<file path="config.mk">
export PLATFORM = sky130hd
export DESIGN_NAME = gumbel_moment_fit_core
export DESIGN_NICKNAME = d
export VERILOG_FILES = /design/src/sv/gmf_pkg.sv /design/src/sv/gumbel_moment_fit_core.sv /design/src/sv/gmf_div.sv
export VERILOG_INCLUDE_DIRS = /design/src /design/src/sv
export SDC_FILE = /design/constraint.sdc
export NUM_CORES = 2
export LEC_CHECK = 0
export BUFFER_PORTS_ARGS = -buffer_cell sky130_fd_sc_hd__buf_2
export CELL_PAD_IN_SITES_DETAIL_PLACEMENT = 1
export CELL_PAD_IN_SITES_GLOBAL_PLACEMENT = 1
export CORE_MARGIN = 5
export CORE_UTILIZATION = 40
export CTS_CLUSTER_DIAMETER = 100
export CTS_CLUSTER_SIZE = 20
export DETAILED_ROUTE_END_ITERATION = 16
export GPL_TIMING_DRIVEN = 0
export HOLD_SLACK_MARGIN = 0.05
export PLACE_DENSITY_LB_ADDON = 0.1
export SYNTH_ARGS = -nofsm -noshare
export SYNTH_HDL_FRONTEND = slang
export SYNTH_SLANG_ARGS = --single-unit
</file>
<file path="constraint.sdc">
create_clock -name clk -period 18.15 [get_ports clk]
set_input_delay 3.63 -clock clk [delete_from_list [all_inputs] [get_ports clk]]
set_output_delay 3.63 -clock clk [all_outputs]
set_load 0.01 [all_outputs]
</file>
<file path="src/sv/gumbel_moment_fit_core_defines.svh">
// Assertion macros for the Gumbel moment fit core.
// Used by the top level; relies on clk and rst in the including module.
`ifndef GUMBEL_MOMENT_FIT_CORE_DEFINES_SVH
`define GUMBEL_MOMENT_FIT_CORE_DEFINES_SVH
// Antecedent implies consequent in the same cycle.
`define GMF_ASSERT_NOW(label, ante, cons, msg) \
  label: assert property (@(posedge clk) disable iff (rst) (ante) |-> (cons)) else $error(msg);
// Antecedent implies consequent in the following cycle.
`define GMF_ASSERT_NEXT(label, ante, cons, msg) \
  label: assert property (@(posedge clk) disable iff (rst) (ante) |=> (cons)) else $error(msg);
`endif

</file>
<file path="src/sv/gmf_pkg.sv">
// Shared types and constants of the Gumbel moment fit core.
// No dependencies; imported by gmf_div and gumbel_moment_fit_core.
package gmf_pkg;
  localparam int DVD_W = 60;
  localparam int DVS_W = 29;
  localparam int CNT_W = $clog2(DVD_W);

  localparam logic signed [17:0] BETA_K = 18'sd51098;
  localparam logic signed [17:0] MU_K   = 18'sd37827;

  localparam logic [1:0] CFG_PRIOR_MEAN  = 2'd0;
  localparam logic [1:0] CFG_PRIOR_STDEV = 2'd1;
  localparam logic [1:0] CFG_MAX_CHANGE  = 2'd2;

  typedef enum logic [4:0] {
    S_IDLE, S_VV, S_WV, S_ACC1, S_ACC2, S_CHECK, S_DIVM, S_DIVS, S_MSQ,
    S_VAR, S_SQRT, S_CMP, S_B1, S_B2, S_B3, S_B4, S_OUT
  } state_t;

  typedef struct packed {
    logic start;
    logic done;
  } div_ctl_t;
endpackage

</file>
<file path="src/sv/gumbel_moment_fit_core.sv">
// Top level of the Gumbel method-of-moments fit core.
// Depends on gmf_pkg, gmf_div and gumbel_moment_fit_core_defines.svh.
//
// The core takes weighted samples (Q1.16 weight, Q8.8 value) one transaction at a
// time and keeps running sums of weight, weight*value and weight*value squared.
// Each sample uses the single shared multiplier in S_VV, S_WV and S_ACC1 and is
// summed in S_ACC2; no new sample is taken until the core is idle again. On the
// sample marked by tlast the core fits the batch unless the weight sum is zero:
// two divisions on the bit-serial divider, a square root, a compare and, if the
// estimate moved by at least max_change, the beta and mu steps S_B1 to S_B4 on
// the multiplier. It then presents one result transaction (changed and no_weight
// in tuser, the held estimates in tdata) and clears the sums. The result sits in
// an output register, so the next batch may start while it waits. Writing
// prior_mean or prior_stdev loads the held estimate and refreshes beta and mu
// through S_B1 to S_B4; configuration is taken only while idle.
`include "gumbel_moment_fit_core_defines.svh"
module gumbel_moment_fit_core import gmf_pkg::*; (
  input  logic        clk,
  input  logic        rst,
  input  logic        s_tvalid,
  output logic        s_tready,
  input  logic [39:0] s_tdata,   // weight[16:0], sample_value[32:17], zero fill
  input  logic        s_tlast,
  output logic        m_tvalid,
  input  logic        m_tready,
  output logic [63:0] m_tdata,   // est_mean, est_stdev, loc_mu, scale_beta
  output logic [1:0]  m_tuser,   // changed, no_weight
  input  logic        cfg_valid,
  output logic        cfg_ready,
  input  logic [1:0]  cfg_index,
  input  logic [15:0] cfg_data
);
  state_t state, state_next;

  logic        [16:0] w;
  logic signed [15:0] v;
  logic               last;
  logic        [31:0] vsq;
  logic signed [33:0] mul_a;
  logic signed [17:0] mul_b;
  logic signed [51:0] prod;

  logic [43:0] acc_weighted;
  logic [59:0] acc_weighted_square;
  logic [28:0] acc_weight;

  logic        [15:0] max_change;
  logic signed [15:0] held_mean;
  logic        [15:0] held_stdev;
  logic signed [15:0] held_mu;
  logic        [15:0] held_beta;

  logic signed [15:0] mean;
  logic        [31:0] ev2;
  logic        [31:0] sq_x;
  logic        [31:0] sq_r;
  logic        [31:0] sq_b;
  logic        [3:0]  sq_cnt;
  logic        [16:0] beta;
  logic               from_cfg;
  logic               changed;
  logic               no_weight;

  div_ctl_t          div_in, div_out;
  logic [DVD_W-1:0]  div_dividend;
  logic [DVD_W-1:0]  q;
  logic [44:0]       mag_round;

  logic [32:0]        sq_sum;
  logic signed [16:0] dm, ds;
  logic        [16:0] dm_abs, ds_abs;
  logic               move;
  logic        [15:0] mu_t;
  logic signed [16:0] mu_diff;
  logic        [31:0] msq;

  gmf_div u_div (
    .clk      (clk),
    .rst      (rst),
    .ctl_in   (div_in),
    .ctl_out  (div_out),
    .dividend (div_dividend),
    .divisor  (acc_weight),
    .quotient (q)
  );

  // Negative sums divide the magnitude rounded up, giving a floored mean.
  assign mag_round = 45'({1'b1, 44'd0} - {1'b0, acc_weighted}) + 45'(acc_weight) - 45'd1;

  assign sq_sum  = {1'b0, sq_r} + {1'b0, sq_b};
  assign msq     = prod[31:0];
  assign dm      = 17'(mean) - 17'(held_mean);
  assign ds      = $signed({1'b0, sq_r[15:0]}) - $signed({1'b0, held_stdev});
  assign dm_abs  = dm[16] ? 17'(-dm) : 17'(dm);
  assign ds_abs  = ds[16] ? 17'(-ds) : 17'(ds);
  assign move    = (dm_abs >= {1'b0, max_change}) || (ds_abs >= {1'b0, max_change});
  // The mu offset is beta * 0.5772, rounded to nearest.
  assign mu_t    = 16'((33'(prod[31:0]) + 33'd32768) >> 16);
  assign mu_diff = 17'(held_mean) - $signed({1'b0, mu_t});

  // Next state.
  always_comb begin
    state_next = state;
    case (state)
      S_IDLE: begin
        if (cfg_valid && (cfg_index == CFG_PRIOR_MEAN || cfg_index == CFG_PRIOR_STDEV)) begin
          state_next = S_B1;
        end else if (s_tvalid && s_tready) begin
          state_next = S_VV;
        end
      end
      S_VV:    state_next = S_WV;
      S_WV:    state_next = S_ACC1;
      S_ACC1:  state_next = S_ACC2;
      S_ACC2:  state_next = last ? S_CHECK : S_IDLE;
      S_CHECK: state_next = (acc_weight == '0) ? S_OUT : S_DIVM;
      S_DIVM:  if (div_out.done) state_next = S_DIVS;
      S_DIVS:  if (div_out.done) state_next = S_MSQ;
      S_MSQ:   state_next = S_VAR;
      S_VAR:   state_next = S_SQRT;
      S_SQRT:  if (sq_cnt == 4'd15) state_next = S_CMP;
      S_CMP:   state_next = move ? S_B1 : S_OUT;
      S_B1:    state_next = S_B2;
      S_B2:    state_next = S_B3;
      S_B3:    state_next = S_B4;
      S_B4:    state_next = from_cfg ? S_IDLE : S_OUT;
      S_OUT:   if (!m_tvalid || m_tready) state_next = S_IDLE;
      default: state_next = S_IDLE;
    endcase
  end

  // Handshakes, multiplier operands and divider control.
  always_comb begin
    cfg_ready    = (state == S_IDLE);
    s_tready     = (state == S_IDLE) && !cfg_valid;
    mul_a        = '0;
    mul_b        = '0;
    div_in.start = 1'b0;
    div_in.done  = 1'b0;
    div_dividend = acc_weighted_square;
    case (state)
      S_VV: begin
        mul_a = 34'(v);
        mul_b = 18'(v);
      end
      S_WV: begin
        mul_a = 34'(v);
        mul_b = $signed({1'b0, w});
      end
      S_ACC1: begin
        mul_a = $signed({2'b0, vsq});
        mul_b = $signed({1'b0, w});
      end
      S_CHECK: begin
        div_in.start = (acc_weight != '0);
        div_dividend = acc_weighted[43] ? DVD_W'(mag_round) : DVD_W'(acc_weighted);
      end
      S_DIVM: div_in.start = div_out.done;
      S_MSQ: begin
        mul_a = 34'(mean);
        mul_b = 18'(mean);
      end
      S_B1: begin
        mul_a = $signed({18'b0, held_stdev});
        mul_b = BETA_K;
      end
      S_B3: begin
        mul_a = $signed({17'b0, beta});
        mul_b = MU_K;
      end
      default: ;
    endcase
  end

  always_ff @(posedge clk) begin
    if (rst) begin
      state               <= S_IDLE;
      m_tvalid            <= 1'b0;
      acc_weighted        <= '0;
      acc_weighted_square <= '0;
      acc_weight          <= '0;
      max_change          <= '0;
      held_mean           <= '0;
      held_stdev          <= '0;
      held_mu             <= '0;
      held_beta           <= '0;
      from_cfg            <= 1'b0;
    end else begin
      state <= state_next;
      prod  <= mul_a * mul_b;
      if (state == S_OUT && (!m_tvalid || m_tready)) begin
        m_tvalid <= 1'b1;
      end else if (m_tvalid && m_tready) begin
        m_tvalid <= 1'b0;
      end
      case (state)
        S_IDLE: begin
          if (cfg_valid) begin
            from_cfg <= 1'b1;
            case (cfg_index)
              CFG_PRIOR_MEAN:  held_mean  <= $signed(cfg_data);
              CFG_PRIOR_STDEV: held_stdev <= cfg_data;
              CFG_MAX_CHANGE:  max_change <= cfg_data;
              default: ;
            endcase
          end else if (s_tvalid) begin
            from_cfg <= 1'b0;
            w        <= s_tdata[16:0];
            v        <= $signed(s_tdata[32:17]);
            last     <= s_tlast;
          end
        end
        S_WV:   vsq <= prod[31:0];
        S_ACC1: acc_weighted <= acc_weighted + prod[43:0];
        S_ACC2: begin
          acc_weighted_square <= acc_weighted_square + 60'(prod[47:0]);
          acc_weight          <= acc_weight + 29'(w);
        end
        S_CHECK: begin
          no_weight <= (acc_weight == '0);
          changed   <= 1'b0;
        end
        S_DIVM: begin
          if (div_out.done) begin
            if (acc_weighted[43]) begin
              mean <= (q > DVD_W'(32768)) ? -16'sd32768 : 16'(-q);
            end else begin
              mean <= (q > DVD_W'(32767)) ? 16'sd32767 : 16'(q);
            end
          end
        end
        S_DIVS: if (div_out.done) ev2 <= (q[59:32] != '0) ? 32'hFFFF_FFFF : q[31:0];
        S_VAR: begin
          sq_x   <= (ev2 > msq) ? ev2 - msq : 32'd0;
          sq_r   <= '0;
          sq_b   <= 32'h4000_0000;
          sq_cnt <= '0;
        end
        S_SQRT: begin
          if ({1'b0, sq_x} >= sq_sum) begin
            sq_x <= 32'({1'b0, sq_x} - sq_sum);
            sq_r <= (sq_r >> 1) + sq_b;
          end else begin
            sq_r <= sq_r >> 1;
          end
          sq_b   <= sq_b >> 2;
          sq_cnt <= sq_cnt + 1'b1;
        end
        S_CMP: begin
          if (move) begin
            changed    <= 1'b1;
            held_mean  <= mean;
            held_stdev <= sq_r[15:0];
          end
        end
        S_B2: beta <= 17'((prod[33:0] + 34'd32768) >> 16);
        S_B4: begin
          held_beta <= beta[15:0];
          if (mu_diff > 17'sd32767) begin
            held_mu <= 16'sd32767;
          end else if (mu_diff < -17'sd32768) begin
            held_mu <= -16'sd32768;
          end else begin
            held_mu <= 16'(mu_diff);
          end
        end
        S_OUT: begin
          if (!m_tvalid || m_tready) begin
            m_tuser             <= {no_weight, changed};
            m_tdata             <= {held_beta, held_mu, held_stdev, held_mean};
            acc_weighted        <= '0;
            acc_weighted_square <= '0;
            acc_weight          <= '0;
          end
        end
        default: ;
      endcase
    end
  end

  `GMF_ASSERT_NEXT(a_busy_after_sample, s_tvalid && s_tready, !s_tready, "sample taken while busy")
  `GMF_ASSERT_NEXT(a_busy_after_cfg, cfg_valid && cfg_ready && (cfg_index == CFG_PRIOR_MEAN || cfg_index == CFG_PRIOR_STDEV), !s_tready, "sample open after cfg")
  `GMF_ASSERT_NOW(a_noweight_unchanged, m_tvalid && m_tuser[1], !m_tuser[0], "changed with no weight")
endmodule

</file>
<file path="src/sv/gmf_div.sv">
// Restoring divider, one quotient bit per cycle, for the fit sequencer.
// Depends on gmf_pkg for widths and the control struct.
module gmf_div import gmf_pkg::*; (
  input  logic              clk,
  input  logic              rst,
  input  div_ctl_t          ctl_in,
  output div_ctl_t          ctl_out,
  input  logic [DVD_W-1:0]  dividend,
  input  logic [DVS_W-1:0]  divisor,
  output logic [DVD_W-1:0]  quotient
);
  logic [DVD_W-1:0] dvd;
  logic [DVS_W-1:0] rem;
  logic [DVS_W-1:0] dvs;
  logic [CNT_W-1:0] cnt;
  logic             busy;
  logic             done;
  logic [DVS_W:0]   trial;
  logic             fits;

  assign trial = {rem, dvd[DVD_W-1]};
  assign fits  = trial >= {1'b0, dvs};

  always_ff @(posedge clk) begin
    if (rst) begin
      busy <= 1'b0;
      done <= 1'b0;
      cnt  <= '0;
    end else begin
      done <= 1'b0;
      if (ctl_in.start) begin
        busy <= 1'b1;
        cnt  <= '0;
      end else if (busy) begin
        if (cnt == CNT_W'(DVD_W - 1)) begin
          busy <= 1'b0;
          done <= 1'b1;
        end
        cnt <= cnt + 1'b1;
      end
    end
  end

  always_ff @(posedge clk) begin
    if (ctl_in.start) begin
      dvd      <= dividend;
      dvs      <= divisor;
      rem      <= '0;
      quotient <= '0;
    end else if (busy) begin
      dvd      <= {dvd[DVD_W-2:0], 1'b0};
      rem      <= fits ? DVS_W'(trial - {1'b0, dvs}) : trial[DVS_W-1:0];
      quotient <= {quotient[DVD_W-2:0], fits};
    end
  end

  assign ctl_out.start = 1'b0;
  assign ctl_out.done  = done;
endmodule
</file>
After elaboration in Yosys (flattened, before gate mapping). Cells that the tools add are included.

Bits in registers: 753. Input bits: 64. Output and inout bits: 69.

Multiplexer cells: 57. Add/sub/neg operators: 21. Order comparisons: 9. Eq/ne operators: 30. Bitwise operators: 3. $mul: 1. Reductions and logical operators: 44.

Operators by type and width (count): $mux 60 (4); $pmux 32 s2 (3); $mux 16 (11); $pmux 34 s5 (1); $pmux 60 s2 (1); $mux 32 (3); $pmux 18 s5 (1); $pmux 44 s2 (1); $pmux 5 s17 (1); $pmux 16 s2 (2); $sub 32x32->32 (2); $add 60x48->60 (1); $gt 60x15->1 const B (1); $gt 60x16->1 const B (1); $mux 29 (2); $pmux 29 s2 (1); $mul 34x18->48 (1); $add 45x29->45 (1); $mux 45 (1); $mux 5 (9); $sub 45x1->45 const B (1); $sub 45x44->45 const A (1); $add 44x44->44 (1); $mux 44 (1); 51 further kinds (113).

Depth between registers and ports, before layout.
Depth in word-level cells: 7. Gate-level depth with buffers: 34. Gate-level depth less buffers: 31.

Modules after synthesis. Synthesis repeated with hierarchy kept, for this count alone.

Cells, all modules: 7579. Area total of the unflattened synthesis: 67667.4 um^2.

By module, submodules not included: gumbel_moment_fit_core (cells an instance 6796, times used 1, area an instance 58732.6 um^2); gmf_div (cells an instance 783, times used 1, area an instance 8934.8 um^2).

Least setup slack after synthesis. No wires, ideal clock.

Path type: input to register. Start: input rst. End: register sq_b[0] (enable). Setup slack: 9526 ps. Arrival: 8084 ps. Stages: 4. Required time: 17610 ps. Cells stage by stage: clkbuf_1 > clkbuf_1 > buf_1 > a211oi_1.

Longest elaborated chain between the ends: 2.

Ends and longest elaborated chain: start, declared (RTL line gumbel_moment_fit_core.sv:19) `input logic rst,`; $not 1->1 (no source line); $reduce_and 2->1 (no source line); end signal, assigned (RTL line gumbel_moment_fit_core.sv:246) `sq_b <= sq_b >> 2;`; end, declared (RTL line gumbel_moment_fit_core.sv:57) `logic [31:0] sq_b;`.

Every way passes these cells. A chain may end at the register's enable or synchronous reset.

Final worst setup path.
Start: register state[4]. End: register prod[46], data pin.

Longest elaborated chain between the ends: 4. Elaborated cells on any way between the ends: 11. Those cells by class: mul: 1; eq/ne: 6; mux: 2; reduce/logical: 2.

Ends and longest elaborated chain: start, declared (RTL line gumbel_moment_fit_core.sv:33) `state_t state, state_next;`; start signal, assigned (RTL line gumbel_moment_fit_core.sv:189) `state <= state_next;`; $eq 5x2->1 / $eq 5x1->1 (equally long branches) (RTL line gumbel_moment_fit_core.sv:141) `case (state)`; $reduce_or 2->1 (no source line); $pmux 34 s5 / $pmux 18 s5 (equally long branches) (RTL line gumbel_moment_fit_core.sv:141); $mul 34x18->48 * (RTL line gumbel_moment_fit_core.sv:190) `prod <= mul_a * mul_b;`; end signal, assigned (RTL line gumbel_moment_fit_core.sv:190); end, declared (RTL line gumbel_moment_fit_core.sv:41) `logic signed [51:0] prod;`.

Every way passes the cells marked *; elsewhere a longest branch is shown, timed or not.

==> summary.md <==
| Metric | Value |
|---|---|
| Status | finished, final reports clean |
| Worst-margin pin slew | 1.45 ns |
| Count of max-cap constraint violations | 0 |
| Fmax achieved | around 87 MHz |
| Drt drc | 0 |
| DP HPWL | 207 mm |
| Number of vias in the routed layout | about 56k |
| Area growth, synth to finish | 8.57% |
| Flop pwr share | 24.0% |
| Clock sinks | 737 |
| Core area | 163000 um2 |
| Synthesized flop and latch total | around 740 |
| CP startpoint | state[4] |
| Crit-path slowest cell | a21oi_1 |
| Busiest layer in global routing | met2 |
| Setup violations, final | 0 |
| Skew-Pair Late Insertion Delay | 0.71 ns |
| Final min period | approximately 11 ns |
| DRT Pass-1 Iters | 5 |
| # hold bufs at CTS | 0 |
| Post-route insts no fill | a little under 10k |
| Synth unique cells | 97 |
| CP top delay family | compound AO/OA/AOI/OAI gates |
| Post-layout power | 10.0 mW |
| Fin Clk Skew | roughly 0.043 ns |
| Most common cell after layout, fill and taps aside | inv_1 |
| CTS Buf Count | 52 |
| Fin crit share | 63.3% |
| Critical path buffer and inverter count | 8 |
| Internal power | 4.87 mW |
| CP startpoint kind | flip-flop |
| Slew Limit Fails | 0 |
| Met3 GRT Util | 3.59% |
| Gate power share | 62.8% |
| Post-DR wirelength/cell | 25.9 um |
| Die height | 416 um |
| Commonest non-fill, non-tap cells in the layout | 918 x inv_1, 768 x nor2_1, 765 x nand2_1 |
| Synth async-reset ratio | 0% |
| RSZ-0062 raised after global routing | no |
| Pwr per Cell Area | 140 nW/um2 |
| Post-Synthesis Cells | ~7.4k |
| Worst vdd ir | 0.000212 V |
| Kind of critical path | reg2reg |
| Vias in the first global route | 58.0k |
| GP Congestion | 0.942 |
| Hold Fails Final Rpt | 0 |
| Antenna-violating nets left | 0 |
| P_sw | about 5.2 mW |
| CP Max Fanout | 10 |
| RR Endpoint | prod[46] |
| Initial antenna violation count | 11 |
| Setup crit end | prod[46] |
| Gr ovfl total | 0 |
| Final WL | 254 mm |
| Met2 Resource Use GR | 48.2% |
| Worst setup margin | between 6 and 7 ns |
| Reg2reg path depth | 31 |
| Setup TNS | 0 ns |
| Post-CTS Setup Inserts | 0 |
| Share of cells above drive strength 1 | 4.70% |
| Fillers | 19.1k |
| YS warnings | 0 |
| Clock buffer depth | 3 |
| Synth Flop Type | edfxtp_1 |
| Die width | approximately 420 um |
| Crit path depth | 31 |
| Switch share | 51.5% |
| CTS resizes | 0 |
| H-Tree Depth | 2 |
| Dpl cells | 9696 |
| First-pass GRT wire length | 376 mm |
| TritonCTS clock tree | built |
| I/O Pins | 133 |
| Met1 track demand over resource | a little under two fifths |
| Root Driver | clkbuf_16 |
| Largest net degree at the start of global routing | 60 |
| Number of nets in the layout | 8664 |
| Util after Layout | between 40% and 50% |
| Max-slew headroom | 3.38% |
| Initial core utilization | 40.3% |
| Crit-path most repeated cell | clkbuf_1 |
| Critical Path AT | 11.92 ns |
| First DRT Iteration DRCs | 4255 |
| Syn_area_per_cell | 8.95 um2 |
| Clock power share | 13.2% |
| Sequential fraction of the synthesis area | 28.8% |
| Top cells by area, synth | edfxtp_1 19%, fa_1 17%, dfxtp_1 9.6% |
| Max incr delay on CP | 0.84 ns |
| CP required | 18.58 ns |
| R2r startpoint | state[4] |
| EDFF count, synth | between 400 and 500 |
| Pre-CTS WS | between 6 and 7 ns |
| Worst hold path type | reg2reg |
| Die footprint | 173000 um2 |
| Reg2Reg Setup Slack | roughly 6.7 ns |
| Reg clk slew, reported paths | 0.09 ns |
| Post-Syn Area | 65800 um2 |
| Port buffer count | 124 |
| Synth top area share | 19.2% |
| Cell taking the most area after synthesis | edfxtp_1 |
| Global-route usage over all layers | 28.7% |
| Vias per inst | 5.70 |
| Critical path capture point type | flip-flop |
| Leak | 30.8 nW |
| Row count | 148 |
-- cells in the mapped netlist, types with 29 or more instances --
cell type,instances
o21bai_1,53
o21ai_0,296
nand2_1,766
o21a_1,55
nand4_1,50
nor4_1,31
a31oi_1,68
a22o_1,32
nor2_1,769
inv_1,918
nand2b_1,49
o22ai_1,34
nor2b_1,73
xnor2_1,237
nand3_1,133
a21oi_1,489
a21o_1,175
and3_1,72
a22oi_1,50
edfxtp_1,420
a211oi_1,98
or3_1,87
nor3_1,111
mux2i_1,113
ha_1,469
fa_1,556
o211ai_1,29
dfxtp_1,317
clkbuf_1,272
xor2_1,158
-- worst min path at each step --
stage / slack [ns] / end / from / cells past startpoint
2_1_floorplan: 0.40 / m_tuser[0] / changed / 0
3_3_place_gp: 0.41 / m_tuser[1] / no_weight / 0
3_5_place_dp: 0.42 / m_tdata[39] / held_mu[7] / 0
4_1_cts: 0.45 / m_tuser[1] / no_weight / 0
5_1_grt: 0.46 / m_tuser[1] / no_weight / 0
6_report: 0.45 / m_tdata[39] / held_mu[7] / 0
-- metal layers --
metal,routed length [um],vias to the layer above
li1,-,25400
met3,14300,350
met5,0,-
met2,120000,1603
met4,12600,0
met1,107000,28400
-- cell type report --
| cell class | instances | area [um2] | area share [%] |
|---|---|---|---|
| Multi-Input combinational cell | 5419 | 42400 | 59.4 |
| Antenna cell | 4 | 10.0 | 0.0140 |
| Clock buffer | 75 | 1470 | 2.06 |
| Tap cell | 2175 | 2720 | 3.81 |
| Sequential cell | 737 | 19000 | 26.5 |
| Inverter | 922 | 3460 | 4.84 |
| Timing Repair Buffer | 150 | 973 | 1.36 |
| Buffer | 293 | 1140 | 1.59 |
| Clock inverter | 22 | 300 | 0.420 |
-- cell families (layout without fill, tap and decap cells) --
logic type,Yosys count,in the layout,synth area share [%]
simple gates,2242,2242,15.2
other cells,2,19,0.0114
flops,737,737,28.8
buf+inv,1215,1462,6.98
mux,151,151,2.48
fa+ha+maj,1025,1025,25.8
compound gates,1591,1591,15.5
xor+xnor,395,395,5.26
-- flip-flops by register name, indices dropped and copies added (netlist names), 32 cells and up --
signal / count
ev2: 32
acc_weighted_square: 60
u_div.dvd: 60
sq_r: 32
sq_x: 32
vsq: 32
acc_weighted: 44
m_tdata: 64
u_div.quotient: 60
prod: 48
-- per-stage QoR --
step / cell area [um2] / hold slack [ns]
after floorplan: 65900 / 0.400
after global placement: 69200 / 0.408
after detailed placement: 69700 / 0.420
after CTS: 71500 / 0.450
after global routing: 71500 / 0.458
final: 71500 / 0.448
-- power groups by stage --
stage	logic [mW]	clock network, mW	registers [mW]
3_3_place_gp	6.09	0	2.44
4_1_cts	6.30	1.35	2.40
6_report	6.30	1.32	2.41
5_1_grt	6.97	1.41	2.41
3_5_place_dp	6.24	0	2.44
2_1_floorplan	4.29	0	2.20
Power figures use the tool's default switching activity.
